$ cat src/rtl/rsrt_pkg.sv
// Package for the ranged symbol remap table core.
// Holds widths, opcodes, status and class codes and the item/result structs.
// No dependencies.
package rsrt_pkg;

	localparam int MAX_RANGES = 8;
	localparam int TABLE_SIZE = 256;
	localparam int TAB_AW     = 8;
	localparam int LEN_W      = 9;
	localparam int RAW_W      = 12;
	localparam int RIDX_W     = 3;
	localparam int RCNT_W     = 4;
	localparam logic [7:0] UNDEF_CODE = 8'd255;
	localparam logic [LEN_W-1:0] TABLE_SIZE_L = LEN_W'(TABLE_SIZE);
	localparam logic [RCNT_W-1:0] RANGE_COUNT_RST = 4'd2;
	localparam int QUEUE_DEPTH = 2;

	typedef enum logic [2:0] {
		OP_LOAD     = 3'd0,
		OP_SETLEN   = 3'd1,
		OP_FORWARD  = 3'd2,
		OP_REVERSE  = 3'd3,
		OP_INSERT   = 3'd4,
		OP_CLASSIFY = 3'd5,
		OP_NOP6     = 3'd6,
		OP_NOP7     = 3'd7
	} opcode_t;

	typedef enum logic [1:0] {
		ST_OK       = 2'd0,
		ST_MAPPED   = 2'd1,
		ST_FULL     = 2'd2,
		ST_BAD_IDX  = 2'd3
	} status_t;

	typedef enum logic [1:0] {
		CLS_NOT_SEL = 2'd0,
		CLS_SEL     = 2'd1,
		CLS_BEYOND  = 2'd2
	} class_t;

	// Classified item passed from the front part to the back part.
	typedef struct packed {
		opcode_t             op;
		logic [7:0]          symbol;
		logic [7:0]          code_value;
		logic [RIDX_W-1:0]   range_index;
		logic [LEN_W-1:0]    range_length;
		logic [7:0]          selected_ranges;
		logic                idx_bad;
	} item_t;

	typedef struct packed {
		logic [7:0]       value;
		class_t           range_class;
		status_t          status;
		logic [LEN_W-1:0] total_symbols;
	} result_t;

	typedef enum logic [2:0] {
		BK_IDLE,
		BK_READ,
		BK_SHIFT_RD,
		BK_SHIFT_WR,
		BK_FINISH,
		BK_CLEAR
	} back_state_t;

endpackage

$ cat src/rtl/rsrt_queue.sv
// Short item queue between front and back parts.
// Depends on rsrt_pkg.
module rsrt_queue import rsrt_pkg::*; (
	input  logic  clk,
	input  logic  arst_n,
	input  logic  push,
	input  item_t push_item,
	output logic  full,
	input  logic  pop,
	output logic  not_empty,
	output item_t head
);

	item_t slot_q [QUEUE_DEPTH];
	logic        wr_ptr_q, rd_ptr_q;
	logic [1:0]  cnt_q;

	assign full      = cnt_q == 2'(QUEUE_DEPTH);
	assign not_empty = cnt_q != 2'd0;
	assign head      = slot_q[rd_ptr_q];

	always_ff @(posedge clk) begin
		if (push) slot_q[wr_ptr_q] <= push_item;
	end

	always_ff @(posedge clk or negedge arst_n) begin
		if (!arst_n) begin
			wr_ptr_q <= 1'b0;
			rd_ptr_q <= 1'b0;
			cnt_q    <= 2'd0;
		end else begin
			if (push) wr_ptr_q <= ~wr_ptr_q;
			if (pop)  rd_ptr_q <= ~rd_ptr_q;
			cnt_q <= cnt_q + 2'(push) - 2'(pop);
		end
	end

	assert property (@(posedge clk) disable iff (!arst_n) full |-> !push)
		else $error("queue push while full");
	assert property (@(posedge clk) disable iff (!arst_n) !not_empty |-> !pop)
		else $error("queue pop while empty");
	assert property (@(posedge clk) disable iff (!arst_n) cnt_q <= 2'(QUEUE_DEPTH))
		else $error("queue count overflow");

endmodule

$ cat config.mk
export PLATFORM = sky130hd
export DESIGN_NAME = rsrt_queue
export DESIGN_NICKNAME = d
export VERILOG_FILES = /design/src/rtl/rsrt_pkg.sv /design/src/rtl/rsrt_queue.sv
export SDC_FILE = /design/constraint.sdc
export NUM_CORES = 1
export LEC_CHECK = 0
export BUFFER_PORTS_ARGS = -buffer_cell sky130_fd_sc_hd__buf_4
export CAP_MARGIN = 20
export CORE_ASPECT_RATIO = 1.2
export CORE_MARGIN = 4
export CORE_UTILIZATION = 40
export CTS_BUF_LIST = sky130_fd_sc_hd__clkbuf_4 sky130_fd_sc_hd__clkbuf_8
export CTS_CLUSTER_DIAMETER = 60
export DETAILED_ROUTE_END_ITERATION = 10
export PLACE_DENSITY_LB_ADDON = 0.12
export RECOVER_POWER = 100
export SETUP_SLACK_MARGIN = 0.2
export SKIP_LAST_GASP = 1
export SLEW_MARGIN = 25
export SYNTH_ARGS = -nofsm -noshare
export SYNTH_HDL_FRONTEND = slang
export SYNTH_SLANG_ARGS = --single-unit
export TNS_END_PERCENT = 20
$ cat constraint.sdc
create_clock -name clk -period 4.6 [get_ports clk]
set_input_delay 0.46 -clock clk [delete_from_list [all_inputs] [get_ports clk]]
set_output_delay 0.46 -clock clk [all_outputs]
set_load 0.01 [all_outputs]
==> flow_metrics.tcl, run 1 <==
set metrics [dict create \
    grt-ovfl-total 0 \
    crit_chain "nor2b_1 -> clkbuf_1" \
    cp_data_arrival_time_ns 3.00 \
    cts_root_buf "clkbuf_8" \
    numCtsBuffers 9 \
    hold_path.class "primary input to register" \
    slew_headroom_pct -10.20 \
    cts_buffer_depth 2 \
    reg2reg_depth 2 \
    cts_resized 0 \
    cts.sinks 84 \
    critPathBufInv 1 \
    final_cell_mix "edfxtp_1 (80), buf_4 (41), mux2_1 (37), clkbuf_4 (29), clkbuf_1 (19)" \
    fin_setup_tns_ns 0 \
    critPathTopFamily "buffers and inverters" \
    finalCritPeriodShare_pct 66.17 \
    grt_pass1_wl_microns 8335 \
    mappedNetlistArea_sq_um 3289 \
    core_sq_um 7839 \
    tightest_slew_ns 1.653 \
    grt_usage_pct 11.66 \
    vias 1538 \
    maxSlewViolCount 30 \
    fin_area_sq_um 3988 \
    power_density_nw_per_um2 586.5 \
    cap_violations 1 \
    cp.depth 2 \
    drtIter0Drc 68 \
    dr.pass1.iters 4 \
    cp_data_required_time_ns 4.55 \
    start_kind "register" \
    ant_nets 0 \
    worstSetupPathType "register to register" \
    viasPerCell 4.633 \
    worstSetupStartpoint "wr_ptr_q$_DFFE_PN0P_" \
    crit-reg2reg-launch "wr_ptr_q$_DFFE_PN0P_" \
    cts_tree "built" \
    ys_seq_elements 84 \
    start_util_pct 41.96 \
    grt_pass1_vias 1656 \
    drive_gt1_share_pct 37.08 \
    die_h_microns 107.3 \
    crit_path_end "slot_q[0][37]$_DFFE_PP_" \
    rows 35 \
    grt_max_degree 41 \
    final-hold-violation-count 0 \
    grt_antenna_before_repair 0 \
    violations "max-capacitance violations, max-slew violations" \
    ctsHoldBuffers 1 \
    netlist_instances 140 \
    final_common_cell "edfxtp_1" \
    synthesis.nets 186 \
    clock_skew_ns 0.008407 \
    io_pins 86 \
    gp_congestion 0.6185 \
    crit-reg2reg-capture "slot_q[0][37]$_DFFE_PP_" \
    endpoint_kind "register" \
    placed_area_sq_um 3976 \
    yosysUniqueCellTypes 13 \
    r2r_setup_slack_ns 1.56 \
    nNetsFinal 281 \
    clkLatencyLatePin_ns 0.35 \
    max_freq_ghz 0.3285 \
    outcome "complete, but fails checks" \
    cpPeakStageDelay_ns 1.13 \
    yosysWarnings 0 \
    synth-seq-area-share_pct 76.07 \
    syn_to_final_growth_pct 21.22 \
    htree_levels 3 \
    port_buffers 85 \
    post_drt_wl_per_cell_microns 16.63 \
    post-cts-setup-buffers 0 \
    diodes 0 \
    layout_min_cycle_time_ns 3.044 \
    setup_viol 0 \
    power_leakage_nw 1.488 \
    finalHoldWorstSlack_ns 0.2993 \
    cp_max_fo 25 \
    crit_slowest_cell "clkbuf_1" \
    drt-total-wl_microns 5520 \
    clkTransAtPathRegs_ns 0.07 \
    dp_hpwl_microns 3631 \
    rsz0062_at_grt "no" \
    drc 0 \
    die_w_microns 90.78 \
    synth.avg_cell_area_sq_um 23.50 \
    dieArea_sq_um 9744 \
    vdd_drop_max_v 0.0002468 \
]
==> layout make-up <==
type	instances	area, sq um
clock buffers	11	138.9
clock inverters	5	77.57
fillers	679	3851
inverters	2	7.507
multi-input cells	49	549.3
flip-flops and latches	84	2502
well taps	92	115.1
repair buffers	89	596.8
==> synthesized netlist by cell type <==
library cell  instances  share of area (%)
ha_1                  2               0.76
mux2_4               39                 18
xor3_1                1               0.72
mux2_2                1               0.34
edfxtp_1             80                 73
nor2b_1               2               0.38
xor2_1                2               0.53
buf_12                4                2.4
buf_6                 1               0.34
inv_1                 2               0.23
or2_2                 1               0.19
and2_1                1               0.19
dfrtp_1               4                3.0
==> through the flow <==
stage | setup WS, ns | cells | total power [mW] | utilization (%)
after floorplan | 1.909 | 140 | 1.700 | -
after global placement | 2.498 | 314 | 1.978 | 50.73
after detailed placement | 2.500 | 314 | 1.988 | 50.73
after CTS | 2.113 | 331 | 2.555 | 53.62
after global routing | 1.184 | 332 | 2.469 | 50.87
final | 1.556 | 332 | 2.339 | 50.87
==> routing by layer <==
layer / track usage [%] / up-vias / wire length, microns
met5: 0 / - / 0
met4: 7.112 / 0 / 115
met3: 3.846 / 11 / 392
met2: 20.67 / 52 / 2891
met1: 11.88 / 741 / 2120
li1: - / 734 / -
==> cell families (layout without fill, tap and decap cells) <==
kind of cell,count (synthesis),after routing,share of synthesized area (%)
fa+ha+maj,2,2,0.7606
buf+inv,7,107,3.005
flops,84,84,76.07
mux,40,40,18.14
xor+xnor,3,3,1.255
simple gates,4,4,0.7609
==> worst min-delay path by stage <==
stage	start	endpoint	slack (ns)	depth (start not counted)
4_1_cts	push_item[33]	slot_q[1][33]$_DFFE_PP_	0.27	1
5_1_grt	pop	rd_ptr_q$_DFFE_PN0P_	0.29	2
2_1_floorplan	arst_n	cnt_q[0]$_DFF_PN0_	0.16	0
3_3_place_gp	arst_n	cnt_q[0]$_DFF_PN0_	0.26	1
3_5_place_dp	arst_n	cnt_q[0]$_DFF_PN0_	0.26	1
6_report	pop	rd_ptr_q$_DFFE_PN0P_	0.30	2
==> power by group <==
group	switching, mW	internal, mW
clock network	0.245	0.316
registers	0.0510	1.02
logic	0.356	0.348
==> sequential cells by signal, summed over array words and instances, names as in the netlist <==
name,cells
cnt_q,2
slot_q,80
rd_ptr_q,1
wr_ptr_q,1
Note: power is estimated with default switching activity, not from simulation.
==> inputs of run 2 (changes only) <==
- clock period: 4.6 -> 2.5 ns (I/O delays scaled with it)
==> run 2 against run 1 <==
  * The run now ends clean
  * Combinational power increased by 89%
  * Via count rose by 1.2%
  * Clock skew shrank 0.0013 ns
  * First-iteration DRC count fell by 38%
  * Worst setup slack lost 1.0 ns
  * Register-to-register slack got worse by 0.88 ns
  * Final cell count up 0.30%
  * Count of clock-buffer cells in the layout fell by 1
  * Utilization up 0.080 points
  * Global-route usage is 0.65 points lower
  * Sequential share of layout area shrank 0.067 points
  * Clock power increased by 59%
  * Largest cell class unchanged
==> flow_metrics.tcl, run 2 (synthesis gave the netlist of run 1 again) <==
set metrics [dict create \
    met2_usage_pct 19.18 \
    critPathTopFamily "buffers and inverters" \
    grt-ovfl-total 0 \
    rows 35 \
    p_int_mw 2.999 \
    crit-reg2reg-capture "slot_q[0][5]$_DFFE_PP_" \
    post_drt_wl_per_cell_microns 15.59 \
    start_kind "register" \
    dieArea_sq_um 9744 \
    htree_levels 3 \
    grt_pass1_wl_microns 8086 \
    setup_viol 0 \
    fill_cells 682 \
    clock_skew_ns 0.007057 \
    worstHoldEndpoint "rd_ptr_q$_DFFE_PN0P_" \
    top_register "slot_q" \
    max_freq_ghz 0.5104 \
    start_util_pct 41.96 \
    layout_min_cycle_time_ns 1.959 \
    nNetsFinal 283 \
    crit_slowest_cell "clkbuf_2" \
    tightest_slew_ns 1.208 \
    drive_gt1_share_pct 38.17 \
    clkLatencyLatePin_ns 0.34 \
    syn_to_final_growth_pct 21.41 \
    worstSetupPathType "register to output port" \
    fin_setup_tns_ns 0 \
    cts_buffer_depth 2 \
    power_leakage_nw 1.485 \
    grt_usage_pct 11.01 \
    grt_max_degree 22 \
    crit_chain "clkbuf_2 -> mux2_1 -> buf_4" \
    finalPower_mw 4.166 \
    gr-max-usage-layer "met2" \
    largest_reg_flops 80 \
    seq_power_share_pct 46.6 \
    switching_share_pct 28.02 \
    port_buffers 85 \
    dp_hpwl_microns 3591 \
    ant_nets 0 \
    final_cell_mix "edfxtp_1 (80), buf_4 (42), mux2_1 (38), clkbuf_4 (29), clkbuf_1 (18)" \
    critPathBufInv 2 \
    p_switching_mw 1.167 \
    cp_max_fo 20 \
    place_ws_ns 1.002 \
    dr.pass1.iters 4 \
    power_frac_comb_pct 31.9 \
    cp_data_required_time_ns 2.25 \
    power_density_nw_per_um2 1043 \
    cts.sinks 84 \
    diodes 0 \
    reg.largest.list "slot_q x80, cnt_q x2" \
    viasPerCell 4.676 \
    endpoint_kind "output port" \
    setup_ws_ns 0.5407 \
    final-hold-violation-count 0 \
    vias 1557 \
    numCtsBuffers 9 \
    drc 0 \
    clkTransAtPathRegs_ns 0.08 \
    min_path_cells 2 \
    cts_root_buf "clkbuf_8" \
    outcome "finished clean" \
    io_pins 86 \
    rsz0062_at_grt "no" \
    cp_data_arrival_time_ns 1.71 \
    use_met1_pct 11.19 \
    die_w_microns 90.78 \
    drtIter0Drc 42 \
    drt-total-wl_microns 5192 \
    vdd_drop_max_v 0.0004653 \
    cts_resized 0 \
    finalHoldWorstSlack_ns 0.09820 \
    reg2reg_depth 2 \
    cpPeakStageDelay_ns 0.45 \
    grt_use_met3_pct 4.476 \
    core_sq_um 7839 \
    gp_congestion 0.7141 \
    maxSlewViolCount 0 \
    r2r_setup_slack_ns 0.68 \
    cp.depth 3 \
    cap_violations 0 \
    slew_headroom_pct 19.45 \
    final_common_cell "edfxtp_1" \
    crit-reg2reg-launch "wr_ptr_q$_DFFE_PN0P_" \
    die_h_microns 107.3 \
    cts_tree "built" \
    power_frac_clock_pct 21.5 \
    hp-start "pop" \
    grt_pass1_vias 1626 \
    finalCritPeriodShare_pct 78.37 \
    utilization_pct 50.95 \
    grt_antenna_before_repair 0 \
    hold_path.class "primary input to register" \
]
-- run 2: power groups by stage --
stage / clock (mW) / combinational (mW) / sequential [mW]
final: 0.894 / 1.33 / 1.94
after global routing: 0.989 / 1.45 / 1.97
after floorplan: 0 / 1.16 / 1.97
after detailed placement: 0 / 1.70 / 1.98
after global placement: 0 / 1.69 / 1.97
after CTS: 0.938 / 1.70 / 1.95
-- run 2: worst max path at each step --
stage,startpoint,endpoint
floorplan,wr_ptr_q$_DFFE_PN0P_,slot_q[0][0]$_DFFE_PP_
global placement,rd_ptr_q$_DFFE_PN0P_,head[39]
detailed placement,wr_ptr_q$_DFFE_PN0P_,slot_q[1][1]$_DFFE_PP_
CTS,rd_ptr_q$_DFFE_PN0P_,head[39]
global route,rd_ptr_q$_DFFE_PN0P_,head[11]
finish,rd_ptr_q$_DFFE_PN0P_,head[16]
-- run 2: through the flow --
step	instances	cell area [sq um]
2_1_floorplan	140	3292
3_3_place_gp	317	4011
3_5_place_dp	317	4011
4_1_cts	333	4207
5_1_grt	333	3994
6_report	333	3994
-- run 2: cell type report --
cell class                 instances  area (sq um)  share of cell area, %
clock buffer                      10         131.4                  3.289
clock inverter                     5         53.80                  1.347
inverter                           2         7.507                 0.1880
multi-input combinational         49         554.3                  13.88
sequential                        84          2504                  62.69
tap                               92         115.1                  2.882
timing repair buffer              91         628.1                  15.73
-- run 2: layer usage --
metal | part of all wire, % | vias to the layer above | routed length [microns]
li1 | - | 739 | -
met1 | 37 | 752 | 1923
met2 | 52 | 56 | 2706
met3 | 9.0 | 10 | 465
met4 | 1.9 | 0 | 97
met5 | 0 | - | 0
-- run 2: repair_timing --
item,CTS,global route
hold endpoints to repair,4,0
buffers inserted,0,0
hold buffers,1,0
